$ cat src/swst_pkg.sv
// Shared item types and constants for the sliding window statistics block.
package swst_pkg;

    localparam int DATA_W    = 16;
    localparam int CFG_W     = 7;
    localparam int CNT_OUT_W = 7;

    localparam logic        KIND_ADD   = 1'b0;
    localparam logic        KIND_CLEAR = 1'b1;

    localparam logic signed [DATA_W-1:0] LOW_CAP    = 16'sd1000;
    localparam logic signed [DATA_W-1:0] HIGH_FLOOR = 16'sd0;
    localparam logic signed [DATA_W-1:0] EMPTY_MARK = -16'sd1;
    localparam logic        [CFG_W-1:0]  WINDOW_LENGTH_RESET = 7'd16;

    typedef struct packed {
        logic                     kind;
        logic signed [DATA_W-1:0] sample;
    } swst_item_t;

    typedef struct packed {
        logic [CNT_OUT_W-1:0]     count;
        logic signed [DATA_W-1:0] latest;
        logic signed [DATA_W-1:0] oldest;
        logic signed [DATA_W-1:0] lowest;
        logic signed [DATA_W-1:0] highest;
        logic signed [DATA_W-1:0] mean;
    } swst_result_t;

endpackage

$ cat src/swst_front.sv
// Front end: accepts items, tidies clear items and holds them in a two-entry queue.
module swst_front (
    input  logic               clk,
    input  logic               rst_n,
    input  logic               in_valid,
    output logic               in_stall,
    input  swst_pkg::swst_item_t in_item,
    output logic               q_valid,
    input  logic               q_take,
    output swst_pkg::swst_item_t q_item
);
    import swst_pkg::*;

    swst_item_t entry_reg [2];
    logic       wr_ptr_reg;
    logic       rd_ptr_reg;
    logic [1:0] level_reg;
    logic [1:0] level_next;
    logic       push;
    logic       pop;
    swst_item_t tidy_item;

    assign in_stall = (level_reg == 2'd2);
    assign q_valid  = (level_reg != 2'd0);
    assign q_item   = entry_reg[rd_ptr_reg];
    assign push     = in_valid && !in_stall;
    assign pop      = q_valid && q_take;

    // A clear item carries no sample: drop it here.
    always_comb
    begin
        tidy_item = in_item;
        if (in_item.kind == KIND_CLEAR)
        begin
            tidy_item.sample = '0;
        end
    end

    always_comb
    begin
        level_next = level_reg;
        case ({push, pop})
            2'b10:   level_next = level_reg + 2'd1;
            2'b01:   level_next = level_reg - 2'd1;
            default: level_next = level_reg;
        endcase
    end

    always_ff @(posedge clk or negedge rst_n)
    begin
        if (!rst_n)
        begin
            wr_ptr_reg <= 1'b0;
            rd_ptr_reg <= 1'b0;
            level_reg  <= 2'd0;
        end
        else
        begin
            level_reg <= level_next;
            if (push)
            begin
                wr_ptr_reg <= !wr_ptr_reg;
            end
            if (pop)
            begin
                rd_ptr_reg <= !rd_ptr_reg;
            end
        end
    end

    always_ff @(posedge clk)
    begin
        if (push)
        begin
            entry_reg[wr_ptr_reg] <= tidy_item;
        end
    end

endmodule

$ cat src/swst_div.sv
// Signed by unsigned restoring divider, one quotient bit per cycle, truncating toward zero.
module swst_div #(
    parameter int SUM_W = 23,
    parameter int CNT_W = 7
) (
    input  logic                    clk,
    input  logic                    rst_n,
    input  logic                    start,
    input  logic signed [SUM_W-1:0] dividend,
    input  logic        [CNT_W-1:0] divisor,
    output logic                    done,
    output logic signed [SUM_W-1:0] quotient
);
    import swst_pkg::*;

    localparam int STEP_W = $clog2(SUM_W);

    logic              busy_reg;
    logic              done_reg;
    logic              neg_reg;
    logic [STEP_W-1:0] step_reg;
    logic [SUM_W-1:0]  quo_reg;
    logic [CNT_W:0]    rem_reg;
    logic [CNT_W-1:0]  dsr_reg;
    logic [CNT_W:0]    rem_shift;
    logic [CNT_W:0]    rem_next;
    logic              quo_bit;
    logic [SUM_W-1:0]  magnitude;

    assign magnitude = dividend[SUM_W-1] ? SUM_W'(-dividend) : SUM_W'(dividend);
    assign rem_shift = {rem_reg[CNT_W-1:0], quo_reg[SUM_W-1]};

    always_comb
    begin
        quo_bit  = 1'b0;
        rem_next = rem_shift;
        if (rem_shift >= {1'b0, dsr_reg})
        begin
            quo_bit  = 1'b1;
            rem_next = rem_shift - {1'b0, dsr_reg};
        end
    end

    assign done     = done_reg;
    assign quotient = neg_reg ? -$signed(quo_reg) : $signed(quo_reg);

    always_ff @(posedge clk or negedge rst_n)
    begin
        if (!rst_n)
        begin
            busy_reg <= 1'b0;
            done_reg <= 1'b0;
            step_reg <= '0;
        end
        else
        begin
            done_reg <= 1'b0;
            if (start)
            begin
                busy_reg <= 1'b1;
                step_reg <= STEP_W'(SUM_W - 1);
            end
            else if (busy_reg)
            begin
                step_reg <= step_reg - 1'b1;
                if (step_reg == '0)
                begin
                    busy_reg <= 1'b0;
                    done_reg <= 1'b1;
                end
            end
        end
    end

    always_ff @(posedge clk)
    begin
        if (start)
        begin
            quo_reg <= magnitude;
            rem_reg <= '0;
            dsr_reg <= divisor;
            neg_reg <= dividend[SUM_W-1];
        end
        else if (busy_reg)
        begin
            quo_reg <= {quo_reg[SUM_W-2:0], quo_bit};
            rem_reg <= rem_next;
        end
    end

endmodule

$ cat src/swst_back.sv
// Back end: sample ring, window update, scan for min/max/sum, divide and result register.
module swst_back #(
    parameter int MAX_WINDOW = 64
) (
    input  logic                       clk,
    input  logic                       rst_n,
    input  logic [swst_pkg::CFG_W-1:0] window_length,
    input  logic                       q_valid,
    output logic                       q_take,
    input  swst_pkg::swst_item_t       q_item,
    output logic                       out_valid,
    input  logic                       out_stall,
    output swst_pkg::swst_result_t     out_item
);
    import swst_pkg::*;

    localparam int IDX_W = $clog2(MAX_WINDOW);
    localparam int CNT_W = $clog2(MAX_WINDOW + 1);
    localparam int LEN_W = (CNT_W > CFG_W) ? CNT_W : CFG_W;
    localparam int SUM_W = DATA_W + CNT_W;
    localparam logic [CNT_W:0] RING_SIZE = (CNT_W + 1)'(MAX_WINDOW);

    typedef enum logic [7:0] {
        S_IDLE  = 8'b00000001,
        S_TRIM  = 8'b00000010,
        S_WRITE = 8'b00000100,
        S_SCAN  = 8'b00001000,
        S_DIVGO = 8'b00010000,
        S_DIV   = 8'b00100000,
        S_DONE  = 8'b01000000,
        S_SPARE = 8'b10000000
    } swst_state_t;

    swst_state_t              state_reg;
    swst_state_t              state_next;
    logic [IDX_W-1:0]         head_reg;
    logic [CNT_W-1:0]         fill_reg;
    logic [CNT_W-1:0]         iss_reg;
    logic [CNT_W-1:0]         rcv_reg;
    logic                     rd_vld_reg;
    logic signed [DATA_W-1:0] rd_data_reg;
    swst_item_t               item_reg;
    logic signed [DATA_W-1:0] lo_reg;
    logic signed [DATA_W-1:0] hi_reg;
    logic signed [DATA_W-1:0] oldest_reg;
    logic signed [DATA_W-1:0] mean_reg;
    logic signed [SUM_W-1:0]  sum_reg;
    logic                     out_valid_reg;
    swst_result_t             out_reg;
    logic signed [DATA_W-1:0] ring_mem [MAX_WINDOW];

    logic [LEN_W-1:0]         len_wide;
    logic [CNT_W-1:0]         eff_len;
    logic                     rd_en;
    logic [IDX_W-1:0]         rd_addr;
    logic [IDX_W-1:0]         wr_addr;
    logic                     slot_free;
    logic                     div_done;
    logic signed [SUM_W-1:0]  div_quo;
    swst_result_t             result;

    function automatic logic [IDX_W-1:0] ring_add(input logic [IDX_W-1:0] base,
                                                  input logic [CNT_W-1:0] offs);
        logic [CNT_W:0] total;
        total = (CNT_W + 1)'(base) + (CNT_W + 1)'(offs);
        if (total >= RING_SIZE)
        begin
            total = total - RING_SIZE;
        end
        return total[IDX_W-1:0];
    endfunction

    // A length of zero acts as one; saturate at the ring size.
    always_comb
    begin
        len_wide = LEN_W'(window_length);
        if (len_wide == '0)
        begin
            len_wide = LEN_W'(1);
        end
        else if (len_wide > LEN_W'(MAX_WINDOW))
        begin
            len_wide = LEN_W'(MAX_WINDOW);
        end
        eff_len = CNT_W'(len_wide);
    end

    assign q_take    = (state_reg == S_IDLE);
    assign rd_en     = (state_reg == S_SCAN) && (iss_reg < fill_reg);
    assign rd_addr   = ring_add(head_reg, iss_reg);
    assign wr_addr   = ring_add(head_reg, fill_reg);
    assign slot_free = !out_valid_reg || !out_stall;
    assign out_valid = out_valid_reg;
    assign out_item  = out_reg;

    always_comb
    begin
        if (fill_reg == '0)
        begin
            result.count   = '0;
            result.latest  = '0;
            result.oldest  = '0;
            result.lowest  = EMPTY_MARK;
            result.highest = EMPTY_MARK;
            result.mean    = '0;
        end
        else
        begin
            result.count   = CNT_OUT_W'(fill_reg);
            result.latest  = item_reg.sample;
            result.oldest  = oldest_reg;
            result.lowest  = lo_reg;
            result.highest = hi_reg;
            result.mean    = mean_reg;
        end
    end

    always_comb
    begin
        state_next = state_reg;
        unique case (state_reg)
            S_IDLE:
            begin
                if (q_valid)
                begin
                    state_next = S_TRIM;
                end
            end
            S_TRIM:
            begin
                state_next = (item_reg.kind == KIND_CLEAR) ? S_DONE : S_WRITE;
            end
            S_WRITE:
            begin
                state_next = S_SCAN;
            end
            S_SCAN:
            begin
                if (rd_vld_reg && (rcv_reg + 1'b1 == fill_reg))
                begin
                    state_next = S_DIVGO;
                end
            end
            S_DIVGO:
            begin
                state_next = S_DIV;
            end
            S_DIV:
            begin
                if (div_done)
                begin
                    state_next = S_DONE;
                end
            end
            S_DONE:
            begin
                if (slot_free)
                begin
                    state_next = S_IDLE;
                end
            end
            default:
            begin
                state_next = S_IDLE;
            end
        endcase
    end

    always_ff @(posedge clk or negedge rst_n)
    begin
        if (!rst_n)
        begin
            state_reg     <= S_IDLE;
            head_reg      <= '0;
            fill_reg      <= '0;
            iss_reg       <= '0;
            rcv_reg       <= '0;
            rd_vld_reg    <= 1'b0;
            out_valid_reg <= 1'b0;
        end
        else
        begin
            state_reg  <= state_next;
            rd_vld_reg <= rd_en;
            if (rd_en)
            begin
                iss_reg <= iss_reg + 1'b1;
            end
            if (rd_vld_reg)
            begin
                rcv_reg <= rcv_reg + 1'b1;
            end
            if (state_reg == S_TRIM)
            begin
                if (item_reg.kind == KIND_CLEAR)
                begin
                    head_reg <= '0;
                    fill_reg <= '0;
                end
                else if (fill_reg >= eff_len)
                begin
                    // Evict down to one slot below the length.
                    head_reg <= ring_add(head_reg, fill_reg - eff_len + 1'b1);
                    fill_reg <= eff_len - 1'b1;
                end
            end
            if (state_reg == S_WRITE)
            begin
                fill_reg <= fill_reg + 1'b1;
                iss_reg  <= '0;
                rcv_reg  <= '0;
            end
            if ((state_reg == S_DONE) && slot_free)
            begin
                out_valid_reg <= 1'b1;
            end
            else if (!out_stall)
            begin
                out_valid_reg <= 1'b0;
            end
        end
    end

    always_ff @(posedge clk)
    begin
        if (q_take && q_valid)
        begin
            item_reg <= q_item;
        end
        if (state_reg == S_WRITE)
        begin
            ring_mem[wr_addr] <= item_reg.sample;
            lo_reg            <= LOW_CAP;
            hi_reg            <= HIGH_FLOOR;
            sum_reg           <= '0;
        end
        if (rd_en)
        begin
            rd_data_reg <= ring_mem[rd_addr];
        end
        if (rd_vld_reg)
        begin
            if (rcv_reg == '0)
            begin
                oldest_reg <= rd_data_reg;
            end
            if (rd_data_reg < lo_reg)
            begin
                lo_reg <= rd_data_reg;
            end
            if (rd_data_reg > hi_reg)
            begin
                hi_reg <= rd_data_reg;
            end
            sum_reg <= sum_reg + SUM_W'(rd_data_reg);
        end
        if (div_done)
        begin
            mean_reg <= div_quo[DATA_W-1:0];
        end
        if ((state_reg == S_DONE) && slot_free)
        begin
            out_reg <= result;
        end
    end

    swst_div #(
        .SUM_W (SUM_W),
        .CNT_W (CNT_W)
    ) u_div (
        .clk      (clk),
        .rst_n    (rst_n),
        .start    (state_reg == S_DIVGO),
        .dividend (sum_reg),
        .divisor  (fill_reg),
        .done     (div_done),
        .quotient (div_quo)
    );

endmodule

$ cat src/sliding_window_statistics.sv
// Sliding window statistics: top level with length register, front queue and back end.
//
// Input channel in_valid/in_stall/in_item: an item is taken at a clock edge with in_valid
// high and in_stall low. kind ADD pushes a sample, evicting the oldest when the window is
// full; kind CLEAR empties the window. Every item gives one result on out_valid/out_stall/
// out_item: count, latest, oldest, lowest (capped at 1000), highest (floored at 0) and the
// mean truncated toward zero. An empty window reports -1 for lowest and highest, 0 else.
// cfg_write/cfg_data set the window length (0 acts as 1, above MAX_WINDOW saturates);
// write it only while no item is in flight. Reset sets the length to 16 and empties the
// window; the sample ring itself is not cleared.
// A two-entry queue takes items while the back end works. An add item makes one ring read
// per held sample, then one divider step per sum bit; a clear item skips both. The back
// end takes one item at a time; the ring read port and the serial divider set its pace.
// The result sits in an output register; while out_stall is high it holds and the back end
// finishes the next item and waits for the slot.
module sliding_window_statistics #(
    parameter int MAX_WINDOW = 64
) (
    input  logic                       clk,
    input  logic                       rst_n,
    input  logic                       cfg_write,
    input  logic [swst_pkg::CFG_W-1:0] cfg_data,
    input  logic                       in_valid,
    output logic                       in_stall,
    input  swst_pkg::swst_item_t       in_item,
    output logic                       out_valid,
    input  logic                       out_stall,
    output swst_pkg::swst_result_t     out_item
);
    import swst_pkg::*;

    logic [CFG_W-1:0] window_length_reg;
    logic             q_valid;
    logic             q_take;
    swst_item_t       q_item;

    always_ff @(posedge clk or negedge rst_n)
    begin
        if (!rst_n)
        begin
            window_length_reg <= WINDOW_LENGTH_RESET;
        end
        else if (cfg_write)
        begin
            window_length_reg <= cfg_data;
        end
    end

    swst_front u_front (
        .clk      (clk),
        .rst_n    (rst_n),
        .in_valid (in_valid),
        .in_stall (in_stall),
        .in_item  (in_item),
        .q_valid  (q_valid),
        .q_take   (q_take),
        .q_item   (q_item)
    );

    swst_back #(
        .MAX_WINDOW (MAX_WINDOW)
    ) u_back (
        .clk           (clk),
        .rst_n         (rst_n),
        .window_length (window_length_reg),
        .q_valid       (q_valid),
        .q_take        (q_take),
        .q_item        (q_item),
        .out_valid     (out_valid),
        .out_stall     (out_stall),
        .out_item      (out_item)
    );

    // An empty window reports the fixed marks.
    a_empty_marks: assert property (@(posedge clk) disable iff (!rst_n)
        (out_valid && (out_item.count == '0)) |->
        ((out_item.lowest == EMPTY_MARK) && (out_item.highest == EMPTY_MARK) &&
         (out_item.mean == '0) && (out_item.latest == '0) && (out_item.oldest == '0)))
        else $error("empty window result has wrong marks");

    // The mean lies between the capped minimum and the floored maximum.
    a_mean_bounds: assert property (@(posedge clk) disable iff (!rst_n)
        (out_valid && (out_item.count != '0)) |->
        (($signed(out_item.lowest) <= $signed(out_item.mean)) &&
         ($signed(out_item.mean) <= $signed(out_item.highest)) &&
         ($signed(out_item.lowest) <= $signed(LOW_CAP)) &&
         ($signed(out_item.highest) >= $signed(HIGH_FLOOR))))
        else $error("window statistics out of order");

    // The reported count never exceeds the ring.
    a_count_cap: assert property (@(posedge clk) disable iff (!rst_n)
        out_valid |-> ((MAX_WINDOW > 127) || (int'(out_item.count) <= MAX_WINDOW)))
        else $error("count exceeds ring size");

endmodule

$ cat config.mk
export PLATFORM = sky130hd
export DESIGN_NAME = sliding_window_statistics
export DESIGN_NICKNAME = d
export VERILOG_FILES = /design/src/swst_pkg.sv /design/src/swst_front.sv /design/src/swst_div.sv /design/src/swst_back.sv /design/src/sliding_window_statistics.sv
export SDC_FILE = /design/constraint.sdc
export NUM_CORES = 1
export LEC_CHECK = 0
export ABC_AREA = 1
export BUFFER_PORTS_ARGS = -buffer_cell sky130_fd_sc_hd__buf_2
export CORE_MARGIN = 2
export CORE_UTILIZATION = 40
export CTS_CLUSTER_DIAMETER = 200
export DETAILED_ROUTE_END_ITERATION = 10
export HOLD_SLACK_MARGIN = 0.1
export PLACE_DENSITY_LB_ADDON = 0.08
export SYNTH_ARGS = -nofsm -noshare
export SYNTH_HDL_FRONTEND = slang
export SYNTH_HIERARCHICAL = 1
export SYNTH_SLANG_ARGS = --single-unit
$ cat constraint.sdc
create_clock -name clk -period 10.8 [get_ports clk]
set_clock_uncertainty 0.2 [all_clocks]
set_input_delay 2.16 -clock clk [delete_from_list [all_inputs] [get_ports clk]]
set_output_delay 2.16 -clock clk [all_outputs]
set_load 0.005 [all_outputs]
==> reports/results.ini <==
[clocking]
cts_made_buffers = 151
tritoncts = built
post_cts_resized = 0
cts.clk_slew.worst_paths_ns = 0.06
post_cts_buffers = 0
root_buffer = clkbuf_16
htree_levels = 4
clk_latency_ns = 0.79
cts_max_path_buffers = 3
clock_sinks = 1357
cts.hold.buffers_added = 0

[finish]
final_cell_mix = edfxtp_1 (1264), nor2_1 (721), nand2_1 (582), o21ai_0 (582), nand3_1 (339)
fin_cells = 6944
final_area_mm2 = 0.0650
final_common_cell = edfxtp_1
drive_above_1_share_pct = 9.74
nets = 5069
syn_to_final_growth_pct = 13.1
largest_reg_flops = 1024

[die]
fp-row-count = 139
initial_core_util_pct = 40.2
ioPinCount = 118
die_x_um = 383
dieArea_mm2 = 0.147
fp.dieH_um = 383
core_mm2 = 0.143

[logic_synthesis]
netlist_area_mm2 = 0.0575
syn_nets = 4948
yosys_warnings = 6
syn_inst = 4808
syn_area_per_cell_um2 = 12.0

[worst_setup_path]
crit_type = flip-flop to flip-flop
crit-reg2reg-launch = u_back/head_reg[0]$_DFFE_PN0P_
critPathCaptureType = flip-flop
reg2reg_to = u_back/rd_data_reg[6]$_DFFE_PP_
r2r_slack_ns = 5.77
worst_setup_path_start_kind = flip-flop
cp_max_fo = 94
r2r_cells = 10
worst-endpoint-required_ns = 11.24
critPathArrivalTime_ns = 5.47

[global_routing]
grt_pass1_wl_um = 246000
antenna_found_initial = 7
grt_start_max_net_pins = 160
grt-ovfl-total = 0
grt.total_usage_pct = 22.6
grt_pass1_vias = 37128

[power]
powerDensity_mw_per_mm2 = 303
power.leakage_nw = 23.3
peakVddDrop_uv = 302
finalPower_w = 0.0197

[timing]
rsz0062_at_grt = false
worst_slew_margin_rel_pct = 24.4
setup_tns_ns = 0
finalSetupViolCount = 0
fin_crit_sh_pct = 46.5
final-hold-violation-count = 0
post-route-min-period_ns = 5.03
fin_ws_ns = 5.77
fmax_ghz = 0.199
slew_violations = 0
tightest_slew_ns = 1.12

[min_path]
hp-start = window_length_reg[4]$_DFFE_PN1P_
hold_path_end = window_length_reg[4]$_DFFE_PN1P_
min_path_cells = 2
hold_path.class = flip-flop to flip-flop

[drt]
avgViaCountPerCell = 5.49
wl_per_cell_um = 24.0
vias = 38101
first_pass_iters = 8
dr.first_iter.drc_count = 3546
ant_nets = 0
wl_um = 167000
drc = 0

[placement]
dp.cells = 6679
dpl-instance-area_mm2 = 0.0604
place_congestion = 0.807
pre_cts_ws_ns = 5.81
dp_hpwl_um = 92800
portBuffers = 117

[flow_run]
cap_violations = 0

[outcome]
outcome = completed

## through the flow
stage,hold WS (ns),utilization [%]
6_report,0.273,45.4
5_1_grt,0.295,45.4
4_1_cts,0.276,45.4
3_5_place_dp,0.266,42.2
3_3_place_gp,0.259,42.2
2_1_floorplan,0.242,-
## where the power goes
group / switching [W] / internal [W]
registers: 0.000181 / 0.00670
clock network: 0.00207 / 0.00285
logic: 0.00590 / 0.00200
## how the worst max path moves through the flow
stage | from | endpoint | slack (ns) | depth (start not counted)
after global routing | u_back/head_reg[0]$_DFFE_PN0P_ | u_back/rd_data_reg[8]$_DFFE_PP_ | 5.42 | 10
after global placement | u_back/head_reg[0]$_DFFE_PN0P_ | u_back/rd_data_reg[8]$_DFFE_PP_ | 5.85 | 10
final | u_back/head_reg[0]$_DFFE_PN0P_ | u_back/rd_data_reg[6]$_DFFE_PP_ | 5.77 | 10
after CTS | u_back/head_reg[0]$_DFFE_PN0P_ | u_back/rd_data_reg[6]$_DFFE_PP_ | 5.79 | 10
after detailed placement | u_back/head_reg[0]$_DFFE_PN0P_ | u_back/rd_data_reg[6]$_DFFE_PP_ | 5.81 | 10
after floorplan | out_stall | u_back/out_item[0]$_SDFFCE_PN0P_ | 4.17 | 3
## worst max-delay path, cell delays in order, from the launching register on
cell and delay, ns:
dfrtp_1 0.44, ha_4 0.78, buf_4 0.65, buf_4 0.70, buf_4 0.84, o21ai_0 0.22
o221ai_1 0.23, nand3_1 0.10, nand3_1 0.10, nand3_1 0.26, nand2_1 0.14
## layer usage
metal | routed length [µm] | global-route usage (%)
met1 | 74200 | 31.3
met2 | 79500 | 37.1
met3 | 9420 | 3.29
met4 | 3600 | 6.08
met5 | 0 | 0
## area by class of cell
class | count | area [µm²]
clock buffers | 206 | 4110
well taps | 1903 | 2380
repair buffers | 234 | 1490
flip-flops and latches | 1357 | 40100
diodes | 1 | 2.50
inverters | 297 | 1140
multi-input cells | 2888 | 15300
fillers | 13066 | 78100
clock inverters | 58 | 538
(Power assumes the default switching activity.)
